### src/lage_pkg.sv
// Shared types, sizes and codes for the life automaton grid engine.
// Used by every module of the block; depends on nothing else.
package lage_pkg;

  localparam int MAX_ROWS = 64;
  localparam int MAX_COLS = 64;

  localparam int ROW_W     = $clog2(MAX_ROWS);
  localparam int COL_W     = $clog2(MAX_COLS);
  localparam int ROW_CNT_W = $clog2(MAX_ROWS + 1);
  localparam int COL_CNT_W = $clog2(MAX_COLS + 1);
  localparam int CFG_W     = 7;
  localparam int ROW_LIM_W = (ROW_CNT_W > CFG_W) ? ROW_CNT_W : CFG_W;
  localparam int COL_LIM_W = (COL_CNT_W > CFG_W) ? COL_CNT_W : CFG_W;
  localparam int GEN_W     = 32;
  localparam int CFG_IDX_W = 2;
  localparam int NBR_W     = 4;

  localparam logic [CFG_W-1:0] RESET_SIZE = CFG_W'(16);

  localparam logic [NBR_W-1:0] BIRTH_COUNT   = NBR_W'(3);
  localparam logic [NBR_W-1:0] SURVIVE_COUNT = NBR_W'(2);

  localparam logic [CFG_IDX_W-1:0] REG_GRID_ROWS = CFG_IDX_W'(0);
  localparam logic [CFG_IDX_W-1:0] REG_GRID_COLS = CFG_IDX_W'(1);

  typedef enum logic [1:0] {
    REQ_WRITE   = 2'd0,
    REQ_READ    = 2'd1,
    REQ_ADVANCE = 2'd2,
    REQ_CLEAR   = 2'd3
  } req_kind_t;

  typedef struct packed {
    req_kind_t  req_type;
    logic [5:0] row;
    logic [5:0] col;
    logic       alive_in;
  } req_t;

  typedef struct packed {
    logic             alive_out;
    logic [GEN_W-1:0] generation;
    logic             out_of_range;
  } rsp_t;

  typedef enum logic [1:0] {
    ST_IDLE,
    ST_CELL,
    ST_ADV_RUN,
    ST_DONE
  } state_t;

  typedef struct packed {
    logic             rd_en;
    logic [ROW_W-1:0] rd_row;
    logic             wr_en;
    logic [ROW_W-1:0] wr_row;
    logic             clear;
  } mem_cmd_t;

endpackage

### src/lage_row_mem.sv
// Row-wide cell memory with one read and one write port and registered read data.
// Per-row valid bits let a clear empty every row at once; depends on lage_pkg.
module lage_row_mem (
  input  logic                      clk,
  input  logic                      rst,
  input  lage_pkg::mem_cmd_t        cmd,
  input  logic [lage_pkg::MAX_COLS-1:0] wr_data,
  output logic [lage_pkg::MAX_COLS-1:0] rd_data
);
  import lage_pkg::*;

  logic [MAX_COLS-1:0] mem [MAX_ROWS];
  logic [MAX_ROWS-1:0] row_valid;
  logic [MAX_COLS-1:0] rd_word;
  logic                rd_valid;

  always_ff @(posedge clk) begin
    if (cmd.wr_en) begin
      mem[cmd.wr_row] <= wr_data;
    end
    if (cmd.rd_en) begin
      rd_word <= mem[cmd.rd_row];
    end
  end

  // A row that has not been written since the last clear reads as all dead.
  always_ff @(posedge clk) begin
    if (rst) begin
      row_valid <= '0;
      rd_valid  <= 1'b0;
    end else begin
      if (cmd.rd_en) begin
        rd_valid <= row_valid[cmd.rd_row];
      end
      if (cmd.clear) begin
        row_valid <= '0;
      end else if (cmd.wr_en) begin
        row_valid[cmd.wr_row] <= 1'b1;
      end
    end
  end

  assign rd_data = rd_valid ? rd_word : '0;

endmodule

### config.mk
export PLATFORM = sky130hd
export DESIGN_NAME = lage_row_mem
export DESIGN_NICKNAME = d
export VERILOG_FILES = /design/src/lage_pkg.sv /design/src/lage_row_mem.sv
export SDC_FILE = /design/constraint.sdc
export NUM_CORES = 2
export LEC_CHECK = 0
export BUFFER_PORTS_ARGS = -buffer_cell sky130_fd_sc_hd__buf_2
export CAP_MARGIN = 20
export CORE_UTILIZATION = 50
export CTS_CLUSTER_SIZE = 24
export DETAILED_ROUTE_END_ITERATION = 16
export PLACE_DENSITY = 0.73
export SLEW_MARGIN = 30
export SYNTH_ARGS = -nofsm -noshare
export SYNTH_HDL_FRONTEND = slang
export SYNTH_SLANG_ARGS = --single-unit
### constraint.sdc
create_clock -name clk -period 6.51 [get_ports clk]
set_input_delay 0.3255 -clock clk [delete_from_list [all_inputs] [get_ports clk]]
set_output_delay 0.3255 -clock clk [all_outputs]
set_load 0.005 [all_outputs]
=== After elaboration in Yosys (flattened, before gate mapping) ===
Memories as Yosys holds them, arrays and structs flattened. A register that Yosys moved wholly into a read port is not among the register bits.
Cells that the tools add are included.

* Input bits: 81
* Memories: 1
* Latch bits: 0
* Output and inout port bits: 64
* Bits in writable memories: 4096
* Bits in read-only memories: 0
* Register bits: 65

{| class="wikitable"
|+ Memories
! name !! words !! bits a word !! rd ports !! clocked after Yosys merged registers in !! write ports !! line !! RTL
|-
| mem || 64 || 64 || 1 || 1 || 1 || lage_row_mem.sv:12 || <nowiki>logic [MAX_COLS-1:0] mem [MAX_ROWS];</nowiki>
|}

* Shift-type cells: 0
* Reduce and logical (&&, ||, !) cells: 2
* Div/mod/pow operators: 0
* Add/subtract/negate cells: 0
* Order comparisons: 3
* Muxes and demuxes: 7
* Equality and inequality tests: 0
* Bitwise operators: 1
* $mul: 0

{| class="wikitable"
|+ Operators by type and width
! cell !! number
|-
| 64-bit two-way mux || 1
|-
| 64-bit bitwise OR || 1
|-
| 6-bit by 7-bit less-than comparator with 1-bit output (second input constant) || 2
|-
| 1-bit binary-select mux with 6-bit select || 1
|-
| 1-bit demux with 6-bit select || 1
|-
| 6-bit by 1-bit greater-or-equal comparator with 1-bit output (second input constant) || 1
|-
| 1-bit two-way mux || 4
|-
| 2-bit OR reduction || 1
|-
| 1-bit logical AND || 1
|}

=== Logic depth before layout (Yosys ltp) ===
* Word-level depth: 5
* Mapped depth: 10

=== Least setup slack after synthesis ===
Ideal clock, no wire load.

* Path type: input -> register
* Start: input cmd[7] in the netlist's numbering
* End: memory mem[40][0], enable pin
* Required time: 5.943 ns
* Stages: 3
* Arrival: 5.205 ns
* Slack: 0.738 ns
* Cells stage by stage: nor2b_1 -> nand3_1 -> nor3_1

* Word-level cells in the longest chain between the ends: 2

{| class="wikitable"
|+ RTL lines
! element !! line !! RTL
|-
| from (decl) || lage_row_mem.sv:6 || <nowiki>input lage_pkg::mem_cmd_t cmd,</nowiki>
|-
| 1-bit two-way mux || lage_row_mem.sv:18 || <nowiki>if (cmd.wr_en) begin</nowiki>
|-
| 1-bit two-way mux (implied by the code) || lage_row_mem.sv:19 || <nowiki>mem[cmd.wr_row] <= wr_data;</nowiki>
|-
| to (decl) || lage_row_mem.sv:12 ||
|}

No other way between the ends.

=== Worst setup path in the final report ===
* Start: register rd_valid
* End: output rd_data[45] in the netlist's numbering

* Word-level cells in the longest chain between the ends: 1

{| class="wikitable"
|+ RTL lines
! element !! line !! RTL
|-
| from (decl) || lage_row_mem.sv:15 || <nowiki>logic rd_valid;</nowiki>
|-
| from (signal assigned) || lage_row_mem.sv:33 || <nowiki>rd_valid <= row_valid[cmd.rd_row];</nowiki>
|-
| 64-bit two-way mux || lage_row_mem.sv:43 || <nowiki>assign rd_data = rd_valid ? rd_word : '0;</nowiki>
|-
| to (decl) || lage_row_mem.sv:8 || <nowiki>output logic [lage_pkg::MAX_COLS-1:0] rd_data</nowiki>
|}

No other way between the ends.

==> flow_summary.ini <==
[power_and_ir_drop]
pwr-share-clk = 0.417
power.total_mw = 56.1
pwr-share-seq = 0.539
ir_drop_v = 0.000277
p_leak_nw = 55.9
switching_power_mw = 11.5
power.density_mw_per_mm2 = 310
internal-power_mw = 44.6
netSwitchingFraction = 0.205
combPwrFrac = 0.044

[global_route]
grt_usage = 0.268
antenna_found_initial = 35
grt_pass1_wl_mm = 596
gr-total-overflow = 0
grt_start_max_net_pins = 131
grt_pass1_vias = 75800

[place]
dp_hpwl_mm = 206
post-place-ws_ps = 2760
gp_congestion = 0.779
dpl_cell_area_mm2 = 0.167
placed_cells = 10400
port_buffers = 144

[logic_synthesis]
synth_top_cell_by_area = edfxtp_1
synthTopCellsByArea = edfxtp_1 78%, mux4_2 19%, dfxtp_1 0.82%, clkbuf_1 0.41%, o21a_1 0.30%
synth-edff-count = 4160
yosys-top-cells-count = 4160 x edfxtp_1, 1356 x mux4_2, 176 x clkbuf_1
yosysMostFrequentCell = edfxtp_1
syn-num-nets = 6250
ys_ff_latch = 4225
ys_warn_count = 0
synth.yosys.seq_area_share = 0.791
syn_area_mm2 = 0.160
synth_cells = 6169
synthArstFlopShare = 0
yosys.area.top_type_share = 0.782
synth_cell_type_count = 32
syn_area_per_cell_um2 = 25.9
ys.flop_type = edfxtp_1

[setup_path]
cpMaxStageDelayCell = dfxtp_4
path_buf_inv = 2
crit_family = buffers and inverters
worst_setup_path_start_kind = flip-flop
crit_arrival_ps = 2780
endpoint_kind = primary output
r2r_slack_ps = 4240
reg2reg_depth = 3
slowest_delay_ps = 670
cp-endpoint = rd_data[45]
startpoint = rd_valid$_SDFFE_PP0P_
crit_cells = 3
rr_endpoint = rd_word[23]$_DFFE_PP_
worstPathMaxFanout = 39
critPathKind = reg2out
worstPathRequired_ps = 6180
path_cells = buf_4 -> and2_1 -> buf_2
crit-reg2reg-launch = mem[31][23]$_DFFE_PP_

[timing]
skew_ps = 44.3
worst_pin_slew_ps = 1090
fmax_mhz = 322
maxSlewViolCount = 0
rsz0062_at_grt = false
fin_setup_tns_ps = 0
finalHoldViolations = 0
maxSlewHeadroom = 0.275
period_share = 0.476
setup_viol = 0
whs_ps = 12.5
min_period_ps = 3100
fin_ws_ps = 3410

[min_path]
hp-class = in2reg
hp-start = cmd[14]

[floorplanning]
start_util = 0.502
die_w_um = 567
io_pins = 145
coreArea_mm2 = 0.318
fp.dieH_um = 567
rows = 207
die_area_mm2 = 0.322

[finish]
area_growth_pct = 13.4
finalInstanceArea_mm2 = 0.181
layout.cells.non_filler = 11200
fin_util = 0.569
nets = 6733
drive_gt1_frac = 0.338

[routing]
drtAntennaViolNets = 0
drt_iter0_drc = 12500
viasPerCell = 6.79
vias = 75900
drt_pass1_iterations = 5
drc = 0
avgRoutedWirePerCell_um = 38.6
routed_wl_mm = 432

[clocking]
cts_tree = built
cts_buffers = 398
clock-sinks = 4225
cts.htree.levels = 5
root_buffer = clkbuf_16
postCtsSetupRepairBufs = 0
clockBufferDepth = 4
path_clk_slew_ps = 60
worstSkewPairLatency_ps = 910

[status]
status = complete, no violations

[run]
maxCapViolations = 0
## power groups by stage
stage | Clock [mW] | Sequential, mW | Combinational, mW
3_3_place_gp | 0 | 30.8 | 2.32
2_1_floorplan | 0 | 30.7 | 1.46
5_1_grt | 24.6 | 30.2 | 2.56
4_1_cts | 23.6 | 30.2 | 2.42
3_5_place_dp | 0 | 30.8 | 2.39
6_report | 23.4 | 30.2 | 2.45
## placed cells by master, fill, tap and decap left out, types with 58 or more instances in the layout
cell	netlist	final
edfxtp_1	4160	4160
mux4_2	1356	1356
clkbuf_16	0	403
buf_4	2	187
buf_2	83	102
clkinv_1	0	93
clkinv_2	0	78
and2_1	64	64
o21a_1	64	64
dfxtp_1	65	64
nor2_4	0	61
clkbuf_1	176	58
## worst min path at each step
stage                                 end  slack [ps]  cells after the start
2_1_floorplan         mem[0][0]$_DFFE_PP_         420                      0
3_3_place_gp   row_valid[40]$_SDFFE_PP0P_         440                      1
3_5_place_dp   row_valid[38]$_SDFFE_PP0P_         450                      1
4_1_cts             rd_word[39]$_DFFE_PP_          40                      1
5_1_grt             rd_word[39]$_DFFE_PP_           3                      1
6_report            rd_word[39]$_DFFE_PP_          10                      1
## final cells by class
type | count | area, um2
clock inverters | 259 | 2730
flip-flops and latches | 4225 | 126000
inverters | 2 | 7.51
clock buffers | 461 | 10300
multi-input cells | 1617 | 32600
well taps | 4180 | 5230
fillers | 21600 | 137000
diodes | 17 | 42.5
repair buffers | 408 | 3860
## routing by layer
| layer | track usage | vias to the layer above | wire [um] |
|---|---|---|---|
| met5 | 0 | - | 93 |
| met4 | 0.114 | 14 | 19700 |
| met2 | 0.412 | 6126 | 203000 |
| met3 | 0.0562 | 1062 | 56400 |
| met1 | 0.376 | 40600 | 152000 |
| li1 | - | 28100 | - |
## cell families (layout without fill, tap and decap cells)
| logic type | count (synthesis) | in the layout | share of synthesized area |
|---|---|---|---|
| flops | 4225 | 4225 | 0.791 |
| mux | 1362 | 1362 | 0.192 |
| buf+inv | 327 | 1130 | 0.00843 |
| simple gates | 177 | 177 | 0.00568 |
| compound gates | 78 | 78 | 0.00363 |
| other cells | 0 | 17 | 0 |
## registers in the layout, indices dropped and copies added, names as in the netlist
signal and flops:
mem 4096, rd_word 64, row_valid 64, rd_valid 1
## worst register-to-register path: stages, from the launching register on
cell	delay (ps)
edfxtp_1	410
mux4_2	530
mux4_2	570
mux4_2	470
## repair_timing
item / 4_1_cts / 5_1_grt
resized for setup: 0 / 0
hold buffers: 1 / 41
endpoints found under the hold margin: 1 / 1984
Power figures use the tool's default switching activity.
