===== config.mk =====
export PLATFORM = sky130hd
export DESIGN_NAME = lage_next_row
export DESIGN_NICKNAME = d
export VERILOG_FILES = /design/src/lage_pkg.sv /design/src/lage_next_row.sv
export SDC_FILE = /design/constraint.sdc
export NUM_CORES = 1
export LEC_CHECK = 0
export BUFFER_PORTS_ARGS = -buffer_cell sky130_fd_sc_hd__clkbuf_2
export CORE_AREA = 2 2 212 110
export DETAILED_ROUTE_END_ITERATION = 8
export DIE_AREA = 0 0 214 112
export PLACE_DENSITY = 0.81
export SLEW_MARGIN = 5
export SYNTH_ARGS = -nofsm -noshare
export SYNTH_HDL_FRONTEND = slang
export SYNTH_SLANG_ARGS = --single-unit

===== constraint.sdc =====
create_clock -name vclk -period 3.23
set_input_delay 0.323 -clock vclk [all_inputs]
set_output_delay 0.323 -clock vclk [all_outputs]
set_load 0.02 [all_outputs]

===== src/lage_pkg.sv =====
// Shared types, sizes and codes for the life automaton grid engine.
// Used by every module of the block; depends on nothing else.
package lage_pkg;

  localparam int MAX_ROWS = 64;
  localparam int MAX_COLS = 64;

  localparam int ROW_W     = $clog2(MAX_ROWS);
  localparam int COL_W     = $clog2(MAX_COLS);
  localparam int ROW_CNT_W = $clog2(MAX_ROWS + 1);
  localparam int COL_CNT_W = $clog2(MAX_COLS + 1);
  localparam int CFG_W     = 7;
  localparam int ROW_LIM_W = (ROW_CNT_W > CFG_W) ? ROW_CNT_W : CFG_W;
  localparam int COL_LIM_W = (COL_CNT_W > CFG_W) ? COL_CNT_W : CFG_W;
  localparam int GEN_W     = 32;
  localparam int CFG_IDX_W = 2;
  localparam int NBR_W     = 4;

  localparam logic [CFG_W-1:0] RESET_SIZE = CFG_W'(16);

  localparam logic [NBR_W-1:0] BIRTH_COUNT   = NBR_W'(3);
  localparam logic [NBR_W-1:0] SURVIVE_COUNT = NBR_W'(2);

  localparam logic [CFG_IDX_W-1:0] REG_GRID_ROWS = CFG_IDX_W'(0);
  localparam logic [CFG_IDX_W-1:0] REG_GRID_COLS = CFG_IDX_W'(1);

  typedef enum logic [1:0] {
    REQ_WRITE   = 2'd0,
    REQ_READ    = 2'd1,
    REQ_ADVANCE = 2'd2,
    REQ_CLEAR   = 2'd3
  } req_kind_t;

  typedef struct packed {
    req_kind_t  req_type;
    logic [5:0] row;
    logic [5:0] col;
    logic       alive_in;
  } req_t;

  typedef struct packed {
    logic             alive_out;
    logic [GEN_W-1:0] generation;
    logic             out_of_range;
  } rsp_t;

  typedef enum logic [1:0] {
    ST_IDLE,
    ST_CELL,
    ST_ADV_RUN,
    ST_DONE
  } state_t;

  typedef struct packed {
    logic             rd_en;
    logic [ROW_W-1:0] rd_row;
    logic             wr_en;
    logic [ROW_W-1:0] wr_row;
    logic             clear;
  } mem_cmd_t;

endpackage


===== src/lage_next_row.sv =====
// Applies rule B3/S23 to one whole row in parallel, one lane per column.
// Takes the rows above, at and below; depends on lage_pkg.
module lage_next_row (
  input  logic [lage_pkg::MAX_COLS-1:0]  above,
  input  logic [lage_pkg::MAX_COLS-1:0]  mid,
  input  logic [lage_pkg::MAX_COLS-1:0]  below,
  input  logic [lage_pkg::COL_LIM_W-1:0] used_cols,
  output logic [lage_pkg::MAX_COLS-1:0]  new_row
);
  import lage_pkg::*;

  // Shifted copies put each lane's left and right neighbours in place; the
  // bit shifted in at either edge stands for a dead cell beyond the grid.
  logic [MAX_COLS-1:0] above_l, above_r, mid_l, mid_r, below_l, below_r;

  assign above_l = above << 1;
  assign above_r = above >> 1;
  assign mid_l   = mid << 1;
  assign mid_r   = mid >> 1;
  assign below_l = below << 1;
  assign below_r = below >> 1;

  always_comb begin
    logic [NBR_W-1:0] n;
    n = '0;
    for (int c = 0; c < MAX_COLS; c++) begin
      n = NBR_W'(above_l[c]) + NBR_W'(above[c]) + NBR_W'(above_r[c])
        + NBR_W'(mid_l[c]) + NBR_W'(mid_r[c])
        + NBR_W'(below_l[c]) + NBR_W'(below[c]) + NBR_W'(below_r[c]);
      new_row[c] = (COL_LIM_W'(c) < used_cols)
                   && ((n == BIRTH_COUNT) || ((n == SURVIVE_COUNT) && mid[c]));
    end
  end

endmodule


# == After elaboration in Yosys (flattened, before gate mapping) ==
# Index checks and enable logic that the tools add are counted.
# totals
reg_bits,0
output_inout_bits,64
# op_classes
n_lt_le_gt_ge,64
n_eq_ne,128
add_sub_neg,441
reduce_logical,192
# ops
operator,n
4-bit by 1-bit adder with 4-bit output,252
"4-bit by 2-bit equality test with 1-bit output, second input constant",128
3-bit by 1-bit adder with 4-bit output,63
"6-bit by 7-bit < comparator with 1-bit output, first input constant",32
2-bit by 1-bit adder with 3-bit output,63
1-bit logical AND,128
1-bit by 1-bit adder with 2-bit output,63
"5-bit by 7-bit < comparator with 1-bit output, first input constant",16
1-bit logical OR,64
"4-bit by 7-bit < comparator with 1-bit output, first input constant",8
"3-bit by 7-bit < comparator with 1-bit output, first input constant",4
"1-bit by 7-bit < comparator with 1-bit output, first input constant",2
"2-bit by 7-bit < comparator with 1-bit output, first input constant",2

# == Logic depth before layout (Yosys ltp) ==
# logic_depth
depth_word,11
mapped_depth,10

# == Worst setup path before layout ==
# Ideal clock, no wire load.
# synth_timing
kind,input to output
startpoint,input port above[20] (netlist name)
endpoint,output port new_row[21] (netlist name)
cell_stages,9
n_path_buf,0
slack_ns,-0.803
t_arrival_ns,3.710
path_cell_list,inv_1 fa_1 fa_1 fa_1 inv_1 ha_1 fa_1 o21ai_0 a2111oi_0
# synth_between
elab_chain_len,11
elab_cells_between_ends,12
cone_classes,add/sub: 7; eq/ne: 2; reduce/logical: 3
# synth_lines
item,line,rtl
"start, declared",lage_next_row.sv:4,"input logic [lage_pkg::MAX_COLS-1:0] above,"
1-bit by 1-bit adder with 2-bit output (*),lage_next_row.sv:27,n = NBR_W'(above_l[c]) + NBR_W'(above[c]) + NBR_W'(above_r[c])
2-bit by 1-bit adder with 3-bit output (*),lage_next_row.sv:27,
3-bit by 1-bit adder with 4-bit output (*),lage_next_row.sv:28,+ NBR_W'(mid_l[c]) + NBR_W'(mid_r[c])
4-bit by 1-bit adder with 4-bit output (*),lage_next_row.sv:28,
4-bit by 1-bit adder with 4-bit output (*) (3 in series),lage_next_row.sv:29,+ NBR_W'(below_l[c]) + NBR_W'(below[c]) + NBR_W'(below_r[c]);
4-bit by 2-bit equality test with 1-bit output,lage_next_row.sv:31,&& ((n == BIRTH_COUNT) || ((n == SURVIVE_COUNT) && mid[c]));
1-bit logical AND,lage_next_row.sv:31,
1-bit logical OR (*),lage_next_row.sv:31,
1-bit logical AND (*),lage_next_row.sv:31,
"end, declared",lage_next_row.sv:8,output logic [lage_pkg::MAX_COLS-1:0] new_row
# Mark *: on every way between the ends. The rest lies on a longest branch, timed or not.

# == Final worst setup path ==
# layout_timing
startpoint,input port mid[39] (netlist name)
endpoint,output port new_row[40] (netlist name)
# layout_between
elab_chain_len,9
elab_cells_between_ends,10
cone_classes,add/sub: 5; eq/ne: 2; reduce/logical: 3
# layout_lines
item,line,rtl
"start, declared",lage_next_row.sv:5,"input logic [lage_pkg::MAX_COLS-1:0] mid,"
3-bit by 1-bit adder with 4-bit output (*),lage_next_row.sv:28,
4-bit by 1-bit adder with 4-bit output (*),lage_next_row.sv:28,
4-bit by 1-bit adder with 4-bit output (*) (3 in series),lage_next_row.sv:29,
4-bit by 2-bit equality test with 1-bit output,lage_next_row.sv:31,
1-bit logical AND,lage_next_row.sv:31,
1-bit logical OR (*),lage_next_row.sv:31,
1-bit logical AND (*),lage_next_row.sv:31,
# Marked as above.

==> impl_metrics.toml <==
[pwr]
clkPwrFrac_pct = 0
intPower_mw = 3.15
peakVddDrop_mv = 0.297
power.leakage_nw = 8.88
p_sw_mw = 3.52
swShare_pct = 52.7
p_total_mw = 6.67
combPwrFrac_pct = 100.0
p_seq_share_pct = 0
p_per_area_mw_per_mm2 = 378

[place]
io_buffers = 263
gp_congestion = 0.900
dp_slack_ns = -0.624
dp_cells = 2055
place_hpwl_um = 32200

[layout]
areaGrowthSynthToFinish_pct = 53.1
antennaDiodeCount = 0
clock_buffers = 0
multi_input_area_mm2 = 0.0114
drive_gt1_share_pct = 48.5
fill_cells = 1302
register_area_um2 = 0
seq_cells = 0
nNetsFinal = 2397
instances_no_fill = 2063
final_util_pct = 79.3

[worst_setup_path]
path_max_fanout = 2
cp.required_ns = 2.91
path_cells = "clkbuf_8 -> inv_4 -> fa_1 -> fa_1 -> fa_1 -> inv_1 -> ha_2 -> fa_1 -> o21ai_1 -> a21oi_1 -> nor4b_4 -> buf_4"
worstSetupPathType = "primary input to primary output"
end_kind = "primary output"
cpMostUsedCell = "fa_1"
max_stage_delay_ns = 0.54
cp_slowest_cell = "fa_1"
start_kind = "primary input"
crit_arrival_ns = 3.40

[route]
drc = 0
avgViaCountPerCell = 5.33
vias = 11000
wl_um = 41400
wl_per_cell_um = 20.1
dr.pass1.iters = 5
antenna_left = 0
drt_iter0_drc = 704

[timing]
setup_slack_ns = -0.489
hold_slack_ns = 1.03
period_share_pct = 115
hold_viol_final = 0
fin_crit_ns = 3.72
slew_violations = 0
setup_viol = 62
rsz0062_at_grt = "yes"
maxSlewHeadroom_pct = 24.1
fmax_mhz = 269
tightest_slew_ns = 1.13

[grt]
antenna_found_initial = 0
grt_overflow = 0
grt_max_degree = 16
top_usage_layer = "met2"
grtUsageTotal_pct = 32.0
met1_usage_pct = 44.7
first_global_vias = 11900
grt_util_met3_pct = 4.59
met2_usage_pct = 53.9
grt_pass1_wl_um = 61000

[die]
die_w_um = 214
die_h_um = 112
start_util_pct = 51.8
ioPinCount = 263
core.rowCount = 39
fp.coreArea_mm2 = 0.0222
dieArea_mm2 = 0.0240

[synthesis]
postSynthCellCount = 1282
syn-cell-area_mm2 = 0.0115
syn_nets = 1921
syn_area_per_cell_um2 = 8.98
ys_types = 42
seq_area_frac_synth_pct = 0
ys_warn_count = 0

[outcome]
failed_checks = "negative setup slack"
outcome = "finished, violations left"

[min_path]
worst_hold_path.endpoint = "new_row[63]"
min_path_cells = 4
min_from = "mid[63]"
min_path_type = "primary input to primary output"

[run]
max_cap_viol_count = 0
placed cells by master, fill, tap and decap left out, drive strengths merged, types with 3 or more instances in the layout:
cell and instances:
nand2b 12, and2 19, nand3b 11, nand3 24, a211oi 17, nor4 4, o31a 6, nor2 21
inv 471, a221oi 22, o2111ai 11, buf 283, fa 252, a21oi 59, nand2 24, a2111oi 15
a211o 4, o211ai 4, or2 24, a31oi 11, nor3 3, clkbuf 202, ha 188, nor4b 5
o21ai 46, o221ai 7, a21o 4
cell type report:
cell class | instances | share of cell area (%)
Multi-Input combinational cell | 800 | 64.9
Timing Repair Buffer | 485 | 22.1
Inverter | 471 | 10.8
Tap cell | 307 | 2.18
cells by family (layout without fill, tap and decap cells):
| group | after synthesis | in the layout | share of synthesized area (%) |
|---|---|---|---|
| AND/OR/NAND/NOR | 152 | 152 | 7.41 |
| adder cells (fa/ha/maj) | 440 | 440 | 64.3 |
| buffers and inverters | 482 | 956 | 15.9 |
| AO/OA/AOI/OAI | 208 | 208 | 12.4 |
through the flow:
stage                     instance area [um^2]  TNS (ns)
after global placement                   16000    -22.22
final                                    17600    -21.13
after floorplan                          12700     -4.83
after detailed placement                 16000    -25.55
after global routing                     17600    -26.06
after CTS                                17100    -21.11
worst max-delay path, delay by kind of cell:
kind,cells,cell delay (ns)
adders and majority gates,5,2.17
buffers and inverters,4,0.41
and+or+nand+nor,1,0.26
AOI/OAI and AO/OA,2,0.22
per-layer routing:
layer	vias up	routed length [um]
met3	106	2650
li1	4952	-
met1	5466	17200
met5	-	0
met4	0	1390
met2	474	20100
repair_timing:
action	CTS	global route
hold buffers	0	0
setup buffers	5	3
gates resized for setup	334	179
endpoints found under the setup margin	62	62
pin swaps	113	75
synthesized netlist by cell type (all sizes together), types with 6 or more instances:
cell type	number	share of area (%)
inv	471	15
fa	252	44
ha	188	20
a21oi	59	2.6
o21ai	46	2.0
nand2	24	0.78
nand3	24	1.0
or2	24	1.3
a221oi	22	1.7
nor2	21	0.68
and2	19	1.0
a211oi	17	1.1
a2111oi	15	1.6
nand2b	12	0.65
a31oi	11	0.60
nand3b	11	0.72
o2111ai	11	0.84
buf	10	0.50
o221ai	7	0.53
o31a	6	0.46
power by group through the flow:
stage               sequential, mW  clock, mW  combinational, mW
finish                           0          0               6.67
global route                     0          0               7.30
CTS                              0          0               6.15
detailed placement               0          0               5.51
global placement                 0          0               5.16
floorplan                        0          0               3.93
worst max-delay path by stage:
stage / endpoint / slack [ns] / depth (start not counted) / from
after global routing: new_row[40] / -0.62 / 12 / mid[39]
after CTS: new_row[58] / -0.53 / 13 / above[57]
after global placement: new_row[57] / -0.58 / 11 / above[57]
final: new_row[40] / -0.49 / 12 / mid[39]
after floorplan: new_row[21] / -0.21 / 9 / above[20]
after detailed placement: new_row[58] / -0.62 / 12 / above[57]
Note: power is estimated with default switching activity, not from simulation.
